### src/rtl/core/gac_pkg.sv
// ----------------------------------------------------------------------------
// gac_pkg
// Shared types, constants and helpers for the gamepad axis conditioner.
// ----------------------------------------------------------------------------
`default_nettype none

package gac_pkg;

    // stick and threshold limits
    localparam int unsigned STICK_W     = 8;
    localparam int signed   DIR_THRESH  = 64;
    localparam logic [6:0]  DZ_RESET    = 7'd19;
    localparam logic [6:0]  DZ_MAX      = 7'd126;
    localparam logic [6:0]  DZ_FULL     = 7'd127;
    localparam logic [7:0]  EXTRA_LOW   = 8'd64;
    localparam logic [7:0]  EXTRA_HIGH  = 8'd192;

    // hat thresholds in hundredths of degrees (whole-degree bounds times 100)
    localparam logic [15:0] HAT_CENTERED = 16'hFFFF;
    localparam logic [15:0] HAT_UP_HI    = 16'd33800;
    localparam logic [15:0] HAT_UP_LO    = 16'd2300;
    localparam logic [15:0] HAT_UR       = 16'd6800;
    localparam logic [15:0] HAT_R        = 16'd11300;
    localparam logic [15:0] HAT_DR       = 16'd15800;
    localparam logic [15:0] HAT_D        = 16'd20300;
    localparam logic [15:0] HAT_DL       = 16'd24800;
    localparam logic [15:0] HAT_L        = 16'd29300;
    localparam logic [8:0]  HAT_POS      = 9'h080;
    localparam logic [8:0]  HAT_NEG      = 9'h180;

    // arithmetic widths
    localparam int unsigned ROOT_W = 18;
    localparam int unsigned SREM_W = 20;
    localparam int unsigned NUM_W  = 33;
    localparam int unsigned DEN_W  = 26;
    localparam int unsigned QUO_W  = 9;

    // pipeline layout
    localparam int unsigned SQ_STAGES  = 9;
    localparam int unsigned DIV_STAGES = QUO_W;
    localparam int unsigned ST_PRE     = 0;
    localparam int unsigned ST_SUM     = 1;
    localparam int unsigned ST_SQ0     = 2;
    localparam int unsigned ST_OVER    = ST_SQ0 + SQ_STAGES;
    localparam int unsigned ST_NUM     = ST_OVER + 1;
    localparam int unsigned ST_DIV0    = ST_NUM + 1;
    localparam int unsigned ST_OUT     = ST_DIV0 + DIV_STAGES;
    localparam int unsigned NSTAGES    = ST_OUT + 1;

    // fields that ride along with the arithmetic
    typedef struct packed {
        logic signed [7:0] x;
        logic signed [7:0] y;
        logic [6:0]        rad;
        logic              bypass;
        logic              in_dz;
        logic [8:0]        hat_x;
        logic [8:0]        hat_y;
        logic [3:0]        hat_dirs;
        logic [7:0]        extra_pos;
        logic [1:0]        extra_dirs;
    } t_side;

    // saturate a 16-bit signed reading to -128..127
    function automatic logic signed [7:0] clamp_s8(input logic signed [15:0] v);
        logic signed [7:0] res;
        if (v < -16'sd128) begin
            res = -8'sd128;
        end else if (v > 16'sd127) begin
            res = 8'sd127;
        end else begin
            res = v[7:0];
        end
        return res;
    endfunction

endpackage

`default_nettype wire

### src/rtl/core/gac_div_step.sv
// ----------------------------------------------------------------------------
// gac_div_step
// One restoring division step: tries the shifted divisor, yields one bit.
// ----------------------------------------------------------------------------
`default_nettype none

module gac_div_step #(
    parameter int unsigned SHIFT = 0
) (
    input  wire logic [gac_pkg::NUM_W-1:0] i_rem,
    input  wire logic [gac_pkg::DEN_W-1:0] i_den,
    output      logic [gac_pkg::NUM_W-1:0] o_rem,
    output      logic                      o_bit
);
    import gac_pkg::*;

    localparam int unsigned CMP_W = DEN_W + QUO_W;

    logic [CMP_W-1:0] w_dsh;
    logic [CMP_W-1:0] w_rem;

    // compare remainder against divisor scaled by this quotient bit
    always_comb begin
        w_dsh = CMP_W'(i_den) << SHIFT;
        w_rem = CMP_W'(i_rem);
        if (w_rem >= w_dsh) begin
            o_rem = NUM_W'(w_rem - w_dsh);
            o_bit = 1'b1;
        end else begin
            o_rem = i_rem;
            o_bit = 1'b0;
        end
    end

endmodule

`default_nettype wire

### config.mk
export PLATFORM = sky130hd
export DESIGN_NAME = gac_div_step
export DESIGN_NICKNAME = d
export VERILOG_FILES = /design/src/rtl/core/gac_pkg.sv /design/src/rtl/core/gac_div_step.sv
export SDC_FILE = /design/constraint.sdc
export NUM_CORES = 1
export LEC_CHECK = 0
export BUFFER_PORTS_ARGS = -buffer_cell sky130_fd_sc_hd__clkbuf_2
export CAP_MARGIN = 0
export CORE_ASPECT_RATIO = 1.5
export CORE_UTILIZATION = 50
export DETAILED_ROUTE_END_ITERATION = 8
export GPL_TIMING_DRIVEN = 0
export PLACE_DENSITY = 0.93
export SYNTH_ARGS = -nofsm -noshare
export SYNTH_HDL_FRONTEND = slang
export SYNTH_SLANG_ARGS = --single-unit
### constraint.sdc
create_clock -name vclk -period 10.6
set_input_delay 3.18 -clock vclk [all_inputs]
set_output_delay 3.18 -clock vclk [all_outputs]
set_load 0.02 [all_outputs]
Word-level counts from Yosys, hierarchy flattened
Cells that the tools add are included.
Widths: inputs -> output; s select.
- memories kept: 0
- bits in registers: 0
- input port bits: 59
- output and inout port bits: 34
- bits in read-only memories: 0
- logic and storage cells: 4
- bits in latches: 0
- RAM bits: 0
- order comparisons: 1
- bitwise gates (word level): 0
- divide/modulo/power cells: 0
- multiplexer cells: 2
- multiply operators: 0
- eq/ne operators: 0
- reductions and logical operators: 0
- shifts and indexed selects: 0
- add/subtract/negate cells: 1
- operators with widths (cell ; count):
    $ge 33x26->1 ; 1
    $mux 33 ; 1
    $sub 33x26->33 ; 1
    $mux 1 ; 1

Depth between registers and ports, before layout
- depth in word-level cells: 2
- mapped depth: 13
- mapped depth without buffers: 11

Least setup slack after synthesis
No wires, ideal clock.
- kind: input port to output port
- start point: input port i_rem[0] in the netlist's numbering
- end point: output port o_rem[24] in the netlist's numbering
- stages: 11
- data required time: 7.420 ns
- path buffers: 0
- slack: 1.884 ns
- data arrival time: 5.536 ns
- cell sequence: inv_1 -> ha_1 -> fa_1 -> nor2b_1 -> o21bai_1 -> a31oi_1 -> o22ai_1 -> o31ai_2 -> a311oi_2 -> xor2_1 -> o21ai_0
- word-level cells in the longest chain between the ends: 2
- elaborated cells between the ends (all ways): 3
- those cells by class: 1 x add/sub; 1 x order compare; 1 x mux
- RTL lines (what ; RTL line ; source):
    from (decl) ; gac_div_step.sv:10 ; input wire logic [gac_pkg::NUM_W-1:0] i_rem,
    $sub 33x26->33 or $ge 33x26->1 (tied branches) ; gac_div_step.sv:27, gac_div_step.sv:26 ;
    $mux 33 * ; gac_div_step.sv:26 ; if (w_rem >= w_dsh) begin
    to (decl) ; gac_div_step.sv:12 ; output logic [gac_pkg::NUM_W-1:0] o_rem,
Mark *: on every way between the ends. The rest lies on a longest branch, timed or not.

Worst setup path in the final report
- start point: input port i_rem[0] in the netlist's numbering
- end point: output port o_rem[32] in the netlist's numbering
Same word-level chain as after synthesis.

==> results.json <==
{
  "cp-end-kind": "primary output",
  "avgViaCountPerCell": 5.708,
  "drive_gt1_share_pct": 29.55,
  "post_cts_buffers": 0,
  "worst_pin_slew_ns": 0.5393,
  "peakVddDrop_v": 0.00004897,
  "required_ns": 7.42,
  "yosys-top-cells-count": "nand2_1, o21ai_0, inv_1",
  "routed-wl-met3_um": 204,
  "finalCritPeriodShare_pct": 85.49,
  "hold_violations": 0,
  "syn_to_final_growth_pct": 25.48,
  "start_util_pct": 53.82,
  "antenna_found_initial": 0,
  "synth.top_cells.by_area": "ha_1, o21ai_0, nand2_1",
  "synth_area_sq_mm": 0.002018,
  "route.antenna.remaining_nets": 0,
  "yosysSeqAreaShare_pct": 0,
  "power_density_mw_per_mm2": 72.03,
  "synth_top_area_cell": "ha_1",
  "total_power_mw": 0.1824,
  "utilization_pct": 67.53,
  "worstPathArrival_ns": 5.88,
  "synth_cell_types": 55,
  "drt_iter0_markers": 62,
  "gp_congestion": 0.9370,
  "firstDrtPassIters": 4,
  "post-place-ws_ns": 1.586,
  "post_drt_wl_per_cell_um": 13.02,
  "synthCells": 304,
  "wl_met2_um": 3148,
  "setup_viol": 0,
  "synth_adder_area_share_pct": 17.11,
  "clockBufferCount": 0,
  "grt-ovfl-total": 0,
  "io_pins": 93,
  "finalCriticalPeriod_ns": 9.062,
  "status": "completed",
  "drcViolationCount": 0,
  "synth_top_family_by_area": "compound AO/OA/AOI/OAI gates",
  "grt_max_degree": 11,
  "synthXorXnorAreaFrac_pct": 13.45,
  "top_layer": "met4",
  "coreArea_sq_mm": 0.003750,
  "rsz0062_at_grt": "false",
  "setup_tns_ns": 0,
  "max_cap_viol_count": 0,
  "groute.usage.overall_pct": 28.50,
  "die_h_um": 79.81,
  "synth_top_area_share_pct": 16.12,
  "die_width_um": 53.88,
  "diodes": 0,
  "fp-row-count": 27,
  "ff_latch_area_sq_um": 0,
  "nNetsFinal": 484,
  "port_buffers": 92,
  "drv_slew": 0,
  "grt_pass1_vias": 2462,
  "finalWirelength_um": 5715,
  "vias": 2506,
  "slew_headroom_pct": 64.04,
  "instances_no_fill": 439,
  "seq_cell_count": 0,
  "leakagePower_nw": 1.290,
  "cp_max_fo": 4,
  "synth_most_common_cell": "nand2_1",
  "hp-class": "in -> out",
  "holdWs_ns": 6.664,
  "dp_hpwl_um": 4885,
  "fmax_mhz": 110.4,
  "grt_pass1_wl_um": 9798,
  "stdcell_area_sq_mm": 0.002532,
  "wl_met1_um": 2197,
  "synth_compound_area_share_pct": 35.21,
  "synth_nets": 390,
  "cts_hold_buf": 0,
  "placed_cells": 439,
  "criticalPathCategory": "in -> out",
  "post_cts_resized": 0,
  "design.die.area_sq_mm": 0.004300,
  "synth-warning-count": 0,
  "start_kind": "input port",
  "synth-simple-area-share_pct": 23.87,
  "muxShareOfSynthArea_pct": 0.5580,
  "placed_cell_area_sq_mm": 0.002532,
  "setup_ws_ns": 1.538,
  "synth.avg_cell_area_sq_um": 6.639
}
==> power by group <==
part	total (mW)	internal [mW]	switching, mW
sequential	0	0	0
clock	0	0	0
combinational	0.182	0.0709	0.111
total	0.182	0.0709	0.111
==> final timing paths <==
kind | cells past startpoint | endpoint | slack (ns) | from
setup / recovery | 13 | o_rem[32] | 1.54 | i_rem[0]
hold / removal | 3 | o_rem[30] | 6.66 | i_rem[30]
==> layer usage <==
metal,GRT usage (%),up-vias
met2,53.70,90
met5,0,-
met1,30.68,1134
li1,-,1262
met3,1.524,20
met4,11.84,0
==> cell families (layout without fill, tap and decap cells) <==
family / after synthesis / in the layout
AND/OR/NAND/NOR: 100 / 100
buffers and inverters: 45 / 137
multiplexers: 1 / 1
XOR/XNOR: 31 / 31
AO/OA/AOI/OAI: 100 / 100
adder cells (fa/ha/maj): 27 / 27
==> area by class of cell <==
| class | count | area (sq um) |
|---|---|---|
| Buffer | 10 | 66.31 |
| Fill cell | 360 | 1217 |
| Inverter | 35 | 131.4 |
| Multi-Input combinational cell | 259 | 1821 |
| Tap cell | 43 | 53.80 |
| Timing Repair Buffer | 92 | 460.4 |
==> layout by cell type, fill, tap and decap left out, types with 2 or more instances in the layout <==
cell type  Yosys  layout
a211o_1        2       2
buf_4          3       3
nand2_1       46      46
and2_1         2       2
o2111ai_2      2       2
nor2b_1        6       6
clkbuf_2       0      92
a21o_1         7       7
nand4_1        4       4
nor2_1        12      12
a31oi_1        2       2
xnor2_1       17      17
nand3_1        8       8
a211oi_1       3       3
nor3_1         5       5
o21bai_1       3       3
buf_2          2       2
xor2_1        14      14
clkbuf_1       2       2
o21ai_0       35      35
o21a_1         3       3
a21oi_1       23      23
o211ai_1       2       2
a41oi_1        2       2
nor4_1         3       3
and3_1         2       2
nand2b_1       5       5
ha_1          26      26
buf_6          2       2
o211ai_2       2       2
inv_1         34      34
==> critical path: stages <==
cell	delay [ns]
clkbuf_2	0.09
inv_1	0.04
ha_1	0.22
fa_1	0.41
nor2b_1	0.17
o21bai_1	0.12
a31oi_1	0.19
o22ai_1	0.17
o31ai_2	0.43
a311oi_2	0.26
o2111ai_2	0.26
xnor2_1	0.14
clkbuf_2	0.19
No activity file was read; power rests on OpenSTA's default activity.
