===== src/rtl/core/gac_pkg.sv =====
// ----------------------------------------------------------------------------
// gac_pkg
// Shared types, constants and helpers for the gamepad axis conditioner.
// ----------------------------------------------------------------------------
`default_nettype none

package gac_pkg;

    // stick and threshold limits
    localparam int unsigned STICK_W     = 8;
    localparam int signed   DIR_THRESH  = 64;
    localparam logic [6:0]  DZ_RESET    = 7'd19;
    localparam logic [6:0]  DZ_MAX      = 7'd126;
    localparam logic [6:0]  DZ_FULL     = 7'd127;
    localparam logic [7:0]  EXTRA_LOW   = 8'd64;
    localparam logic [7:0]  EXTRA_HIGH  = 8'd192;

    // hat thresholds in hundredths of degrees (whole-degree bounds times 100)
    localparam logic [15:0] HAT_CENTERED = 16'hFFFF;
    localparam logic [15:0] HAT_UP_HI    = 16'd33800;
    localparam logic [15:0] HAT_UP_LO    = 16'd2300;
    localparam logic [15:0] HAT_UR       = 16'd6800;
    localparam logic [15:0] HAT_R        = 16'd11300;
    localparam logic [15:0] HAT_DR       = 16'd15800;
    localparam logic [15:0] HAT_D        = 16'd20300;
    localparam logic [15:0] HAT_DL       = 16'd24800;
    localparam logic [15:0] HAT_L        = 16'd29300;
    localparam logic [8:0]  HAT_POS      = 9'h080;
    localparam logic [8:0]  HAT_NEG      = 9'h180;

    // arithmetic widths
    localparam int unsigned ROOT_W = 18;
    localparam int unsigned SREM_W = 20;
    localparam int unsigned NUM_W  = 33;
    localparam int unsigned DEN_W  = 26;
    localparam int unsigned QUO_W  = 9;

    // pipeline layout
    localparam int unsigned SQ_STAGES  = 9;
    localparam int unsigned DIV_STAGES = QUO_W;
    localparam int unsigned ST_PRE     = 0;
    localparam int unsigned ST_SUM     = 1;
    localparam int unsigned ST_SQ0     = 2;
    localparam int unsigned ST_OVER    = ST_SQ0 + SQ_STAGES;
    localparam int unsigned ST_NUM     = ST_OVER + 1;
    localparam int unsigned ST_DIV0    = ST_NUM + 1;
    localparam int unsigned ST_OUT     = ST_DIV0 + DIV_STAGES;
    localparam int unsigned NSTAGES    = ST_OUT + 1;

    // fields that ride along with the arithmetic
    typedef struct packed {
        logic signed [7:0] x;
        logic signed [7:0] y;
        logic [6:0]        rad;
        logic              bypass;
        logic              in_dz;
        logic [8:0]        hat_x;
        logic [8:0]        hat_y;
        logic [3:0]        hat_dirs;
        logic [7:0]        extra_pos;
        logic [1:0]        extra_dirs;
    } t_side;

    // saturate a 16-bit signed reading to -128..127
    function automatic logic signed [7:0] clamp_s8(input logic signed [15:0] v);
        logic signed [7:0] res;
        if (v < -16'sd128) begin
            res = -8'sd128;
        end else if (v > 16'sd127) begin
            res = 8'sd127;
        end else begin
            res = v[7:0];
        end
        return res;
    endfunction

endpackage

`default_nettype wire


===== src/rtl/core/gac_sqrt_step.sv =====
// ----------------------------------------------------------------------------
// gac_sqrt_step
// Two digit-by-digit square root iterations, one radicand bit pair each.
// ----------------------------------------------------------------------------
`default_nettype none

module gac_sqrt_step (
    input  wire logic [gac_pkg::SREM_W-1:0] i_rem,
    input  wire logic [gac_pkg::ROOT_W-1:0] i_root,
    input  wire logic [3:0]                 i_bits,
    output      logic [gac_pkg::SREM_W-1:0] o_rem,
    output      logic [gac_pkg::ROOT_W-1:0] o_root
);
    import gac_pkg::*;

    logic [SREM_W:0]   w_r1, w_r2;
    logic [SREM_W:0]   w_t1, w_t2;
    logic [SREM_W-1:0] w_rem1;
    logic [ROOT_W-1:0] w_root1;

    // remainder bits that survive the shift by two
    function automatic logic [SREM_W-2:0] w_rem_hi(input logic [SREM_W-1:0] r);
        return r[SREM_W-2:0];
    endfunction

    // first iteration, upper bit pair
    always_comb begin
        w_r1 = {w_rem_hi(i_rem), i_bits[3:2]};
        w_t1 = {1'b0, i_root, 2'b01};
        if (w_r1 >= w_t1) begin
            w_rem1  = SREM_W'(w_r1 - w_t1);
            w_root1 = {i_root[ROOT_W-2:0], 1'b1};
        end else begin
            w_rem1  = SREM_W'(w_r1);
            w_root1 = {i_root[ROOT_W-2:0], 1'b0};
        end
    end

    // second iteration, lower bit pair
    always_comb begin
        w_r2 = {w_rem_hi(w_rem1), i_bits[1:0]};
        w_t2 = {1'b0, w_root1, 2'b01};
        if (w_r2 >= w_t2) begin
            o_rem  = SREM_W'(w_r2 - w_t2);
            o_root = {w_root1[ROOT_W-2:0], 1'b1};
        end else begin
            o_rem  = SREM_W'(w_r2);
            o_root = {w_root1[ROOT_W-2:0], 1'b0};
        end
    end

endmodule

`default_nettype wire


===== config.mk =====
export PLATFORM = sky130hd
export DESIGN_NAME = gac_sqrt_step
export DESIGN_NICKNAME = d
export VERILOG_FILES = /design/src/rtl/core/gac_pkg.sv /design/src/rtl/core/gac_sqrt_step.sv
export SDC_FILE = /design/constraint.sdc
export NUM_CORES = 1
export LEC_CHECK = 0
export ABC_AREA = 1
export ABC_CLOCK_PERIOD_IN_PS = 4900
export BUFFER_PORTS_ARGS = -buffer_cell sky130_fd_sc_hd__buf_2
export CAP_MARGIN = 10
export CORE_ASPECT_RATIO = 1.1
export CORE_MARGIN = 1
export CORE_UTILIZATION = 50
export DETAILED_ROUTE_END_ITERATION = 8
export GPL_TIMING_DRIVEN = 0
export PLACE_DENSITY = 0.8
export SYNTH_ARGS = -nofsm -noshare
export SYNTH_HDL_FRONTEND = slang
export SYNTH_SLANG_ARGS = --single-unit
export TNS_END_PERCENT = 5

===== constraint.sdc =====
create_clock -name vclk -period 4.9
set_input_delay 0.98 -clock vclk [all_inputs]
set_output_delay 0.98 -clock vclk [all_outputs]
set_load 0.02 [all_outputs]

=== Word level (Yosys, flattened, before mapping) ===
Cells that the tools add are included.

* Memories kept: 0
* RAM bits: 0
* Memory bits (read-only): 0
* Output and inout bits: 38
* Bits in latches: 0
* Register bits after elaboration: 0

* Eq/ne operators: 0
* $mul: 0
* Reductions and logical operators: 0
* Div/mod/pow operators: 0
* Bitwise gates (word level): 0
* Order comparisons: 2
* Shift operators: 0
* Add/subtract/negate cells: 2
* Multiplexer cells: 4

{| class="wikitable"
|+ Operators with widths
! cell !! count
|-
| greater-or-equal comparator 21 x 20 -> 1 bit || 2
|-
| two-way mux 20 bit || 1
|-
| subtractor 20 bit || 1
|-
| two-way mux 19 bit || 1
|-
| subtractor 19 bit || 1
|-
| two-way mux 1 bit || 2
|}

=== Longest topological paths before layout ===
* Word-level depth: 4
* Depth in mapped cells: 28

=== Least setup slack after synthesis ===
OpenSTA, ideal clock, no wires.

* Kind: input -> output
* Start: input port i_root[7] in the netlist's numbering
* End: output port o_rem[18] in the netlist's numbering
* Required time: 3.920 ns
* Arrival: 4.328 ns
* Slack: -0.408 ns
* Path buffers: 2
* Stages: 24
* Path through: inv_1 > ha_1 > nand2_1 > inv_2 > nand2_1 > nor3_1 > nand2_1 > nand2_2 > nand2_2 > nand2_4 > clkbuf_1 > nand2_1 > o21ai_0 > inv_1 > ha_1 > nand2_1 > nor2_1 > nand2_1 > nor4_1 > a211oi_4 > nand2_4 > buf_6 > nand2_1 > nand2_1

* Longest elaborated chain between the ends: 4

{| class="wikitable"
|+ RTL lines
! item !! line !! source
|-
| start, declared || gac_sqrt_step.sv:9 || <nowiki>input wire logic [gac_pkg::ROOT_W-1:0] i_root,</nowiki>
|-
| greater-or-equal comparator 21 x 20 -> 1 bit * || gac_sqrt_step.sv:30 || <nowiki>if (w_r1 >= w_t1) begin</nowiki>
|-
| two-way mux 1 bit * || gac_sqrt_step.sv:30 ||
|-
| named net o_root, one bit || gac_sqrt_step.sv:12 || <nowiki>output logic [gac_pkg::ROOT_W-1:0] o_root</nowiki>
|-
| subtractor 20 bit or greater-or-equal comparator 21 x 20 -> 1 bit (tied branches) || gac_sqrt_step.sv:44, gac_sqrt_step.sv:43 ||
|-
| two-way mux 20 bit * || gac_sqrt_step.sv:43 || <nowiki>if (w_r2 >= w_t2) begin</nowiki>
|-
| end, declared || gac_sqrt_step.sv:11 || <nowiki>output logic [gac_pkg::SREM_W-1:0] o_rem,</nowiki>
|}

Mark *: on every way through the listed nets, which the timed path passes. The rest lies on a longest branch.

=== Worst setup path after layout ===
* Start: input port i_root[9] in the netlist's numbering
* End: output port o_rem[8] in the netlist's numbering

* Longest elaborated chain between the ends: 4

{| class="wikitable"
|+ RTL lines
! item !! line
|-
| greater-or-equal comparator 21 x 20 -> 1 bit or subtractor 19 bit (tied branches) || gac_sqrt_step.sv:30, gac_sqrt_step.sv:31
|-
| two-way mux 19 bit or two-way mux 1 bit (tied branches) || gac_sqrt_step.sv:30
|-
| subtractor 20 bit or greater-or-equal comparator 21 x 20 -> 1 bit (tied branches) || gac_sqrt_step.sv:44, gac_sqrt_step.sv:43
|-
| two-way mux 20 bit * || gac_sqrt_step.sv:43
|}

Mark *: on every way between the ends. The rest lies on a longest branch, timed or not.

==> impl_metrics.csv <==
group,metric,value,unit
status,status,"finished, violations left",
status,violations,"setup timing",
route,drt_wl_total,10.5,mm
clocking,cts_hold_buffers,0,
setup_path,crit_type,"in2out",
sta,setup_viol,21,
sta,tightest_slew,0.428,ns
sta,finalCriticalPeriod,5.44,ns
placed_design,dp_worst_setup_slack,-0.963,ns
setup_path,cp_slowest_stage_delay,0.29,ns
route,vias,3768,
grt,grt_pass1_wl,14.9,mm
power_and_ir_drop,totalPowerFinal,1290,uW
grt,grtUsageMet3,1.14,%
setup_path,critPathSlowestCell,"or2_2",
power_and_ir_drop,power.density,299,mW/mm^2
grt,grt_max_degree,11,
layout,fill_cells,364,
grt,first_global_vias,3337,
synthesis,yosysTopAreaCellShare,19.1,%
setup_path,crit_arrival,4.46,ns
hold_path,hp-class,"in2out",
route,viasPerCell,5.60,
layout,drive_gt1_share,44.1,%
job,maxCapViolCount,0,
layout,fin_area,0.00430,mm^2
setup_path,worstPathRequired,3.92,ns
sta,slew_viol_final,0,
die,ioPinCount,80,
synthesis,syn_avg_cell_area,5.50,um^2
layout,seq_area,0,um^2
route,drc_errors,0,
layout,design.seq.count,0,
route,avgRoutedWirePerCell,15.6,um
sta,relSlewSlack,71.2,%
power_and_ir_drop,leakage,0.00220,uW
grt,globalRoute.busiestLayer,"met2",
grt,track_usage,32.2,%
sta,hold_viol,0,
sta,grt_setup_unrepaired,"true",
die,die_x,72.5,um
grt,use_met2,61.3,%
hold_path,whs_path_depth,3,
placed_design,portBuffers,79,
die,coreArea,0.00513,mm^2
synthesis,ys_types,36,
synthesis,syn-cell-area,0.00273,mm^2
placed_design,hpwlAfterDp,7.64,mm
layout,area_growth,57.2,%
setup_path,crit_path_start_kind,"input port",
die,initial_core_util,53.2,%
grt,gr-total-overflow,0,
placed_design,place_congestion,0.960,
die,rows,27,
layout,clock_buffer_count,0,
setup_path,endpoint_kind,"primary output",
route,drt_iter0_markers,317,
sta,period_share,111,%
layout,diodes,0,
synthesis,yosys_warnings,0,
synthesis,synth_nets,579,
die,die_area,0.00577,mm^2
die,die_h,79.5,um
synthesis,synth_cells,497,
power_and_ir_drop,peakVddDrop,175,uV
hold_path,hold_end,"o_root[17]",
layout,nets,685,
synthesis,synth_top_area_cell,"nand2_1",
sta,setup_slack,-0.539,ns
route,drtAntennaViolNets,0,
sta,fmax,0.184,GHz
hold_path,worstHoldStart,"i_root[15]",
setup_path,cp_max_fo,10,
route,first_pass_iters,5,
placed_design,dpl-instance-area,0.00351,mm^2
synthesis,ys_seq_area_share,0,%
synthesis,synth_area_leaders,"nand2_1 19%, ha_1 18%, inv_1 9.8%",
grt,globalRouteMet1Util,39.4,%
grt,antenna_found_initial,0,
worst max path at each step:
stage	start	end	slack [ns]
2_1_floorplan	i_root[3]	o_rem[14]	-0.02
3_3_place_gp	i_root[3]	o_rem[10]	-0.98
3_5_place_dp	i_root[7]	o_rem[10]	-0.96
4_1_cts	i_root[3]	o_rem[16]	-0.48
5_1_grt	i_root[3]	o_rem[15]	-0.72
6_report	i_root[9]	o_rem[8]	-0.54
area by class of cell:
| cell class | count | area, um^2 | share of cell area, % |
|---|---|---|---|
| multi-input combinational | 396 | 2950 | 68.7 |
| timing repair buffer | 104 | 709 | 16.5 |
| inverter | 78 | 313 | 7.28 |
| buffer | 23 | 233 | 5.42 |
| tap | 72 | 90.1 | 2.10 |
worst max-delay path: cells and delay by family:
kind	cells	cell delay [ns]
adders and majority gates	2	0.52
and+or+nand+nor	14	1.74
buffers and inverters	9	0.95
AOI/OAI and AO/OA	2	0.26
cells in the mapped netlist (2+ instances only):
master / instances
buf_2: 2
buf_6: 2
clkbuf_1: 3
nand2_4: 2
nand2_2: 3
inv_1: 71
o21a_1: 3
o21ai_0: 30
nand3_1: 32
a31oi_1: 2
a211oi_1: 2
buf_4: 16
o21ai_1: 2
ha_1: 40
nor2_1: 34
nor3_1: 6
inv_2: 7
xor2_1: 18
a21oi_1: 47
xnor2_1: 8
a21o_1: 4
nand2_1: 139
o21ai_2: 3
nand3b_1: 3
nand4_1: 6
o21bai_1: 2
power breakdown:
group          leakage, uW  internal (uW)  switching [uW]
Sequential               0              0               0
Combinational      0.00220            556             730
Clock                    0              0               0
Total              0.00220            556             730
per-layer routing:
layer | part of all wire (%) | wire length [um]
met2 | 50 | 5300
met5 | 0 | 0
met3 | 5.3 | 553
met1 | 41 | 4300
met4 | 3.4 | 361
placed cells by master (no fill, tap or decap), types with 7 or more instances in the layout:
master and count:
o21ai_1 8, o21ai_2 7, nand3_1 32, xor2_1 18, buf_6 17, a21oi_1 34, o21ai_0 14, inv_1 53
inv_2 19, buf_4 46, xnor2_1 8, ha_4 26, a21oi_2 12, nor2_1 26, buf_2 58, nand2_2 36
nand2_1 102, ha_1 13
logic make-up (layout without fill, tap and decap cells):
group,after synthesis,in the layout,share of synthesized area (%)
AND/OR/NAND/NOR,231,231,36.0
buffers and inverters,101,205,16.7
AO/OA/AOI/OAI,99,99,20.6
adder cells (fa/ha/maj),40,40,18.3
XOR/XNOR,26,26,8.33
repair_timing:
action,CTS,global route
setup endpoints to repair,21,21
gates resized for setup,58,107
pin swaps,11,30
gates cloned,0,1
setup buffers,12,12
stage by stage:
step | TNS, ns | cells | utilization [%] | hold slack, ns
floorplan | -0.0485 | 497 | - | 2.07
global placement | -18.60 | 648 | 68.3 | 2.27
detailed placement | -18.40 | 648 | 68.3 | 2.28
CTS | -9.31 | 660 | 74.1 | 2.28
global route | -13.55 | 673 | 83.7 | 2.28
finish | -10.19 | 673 | 83.7 | 2.28
Note: power is estimated with default switching activity, not from simulation.
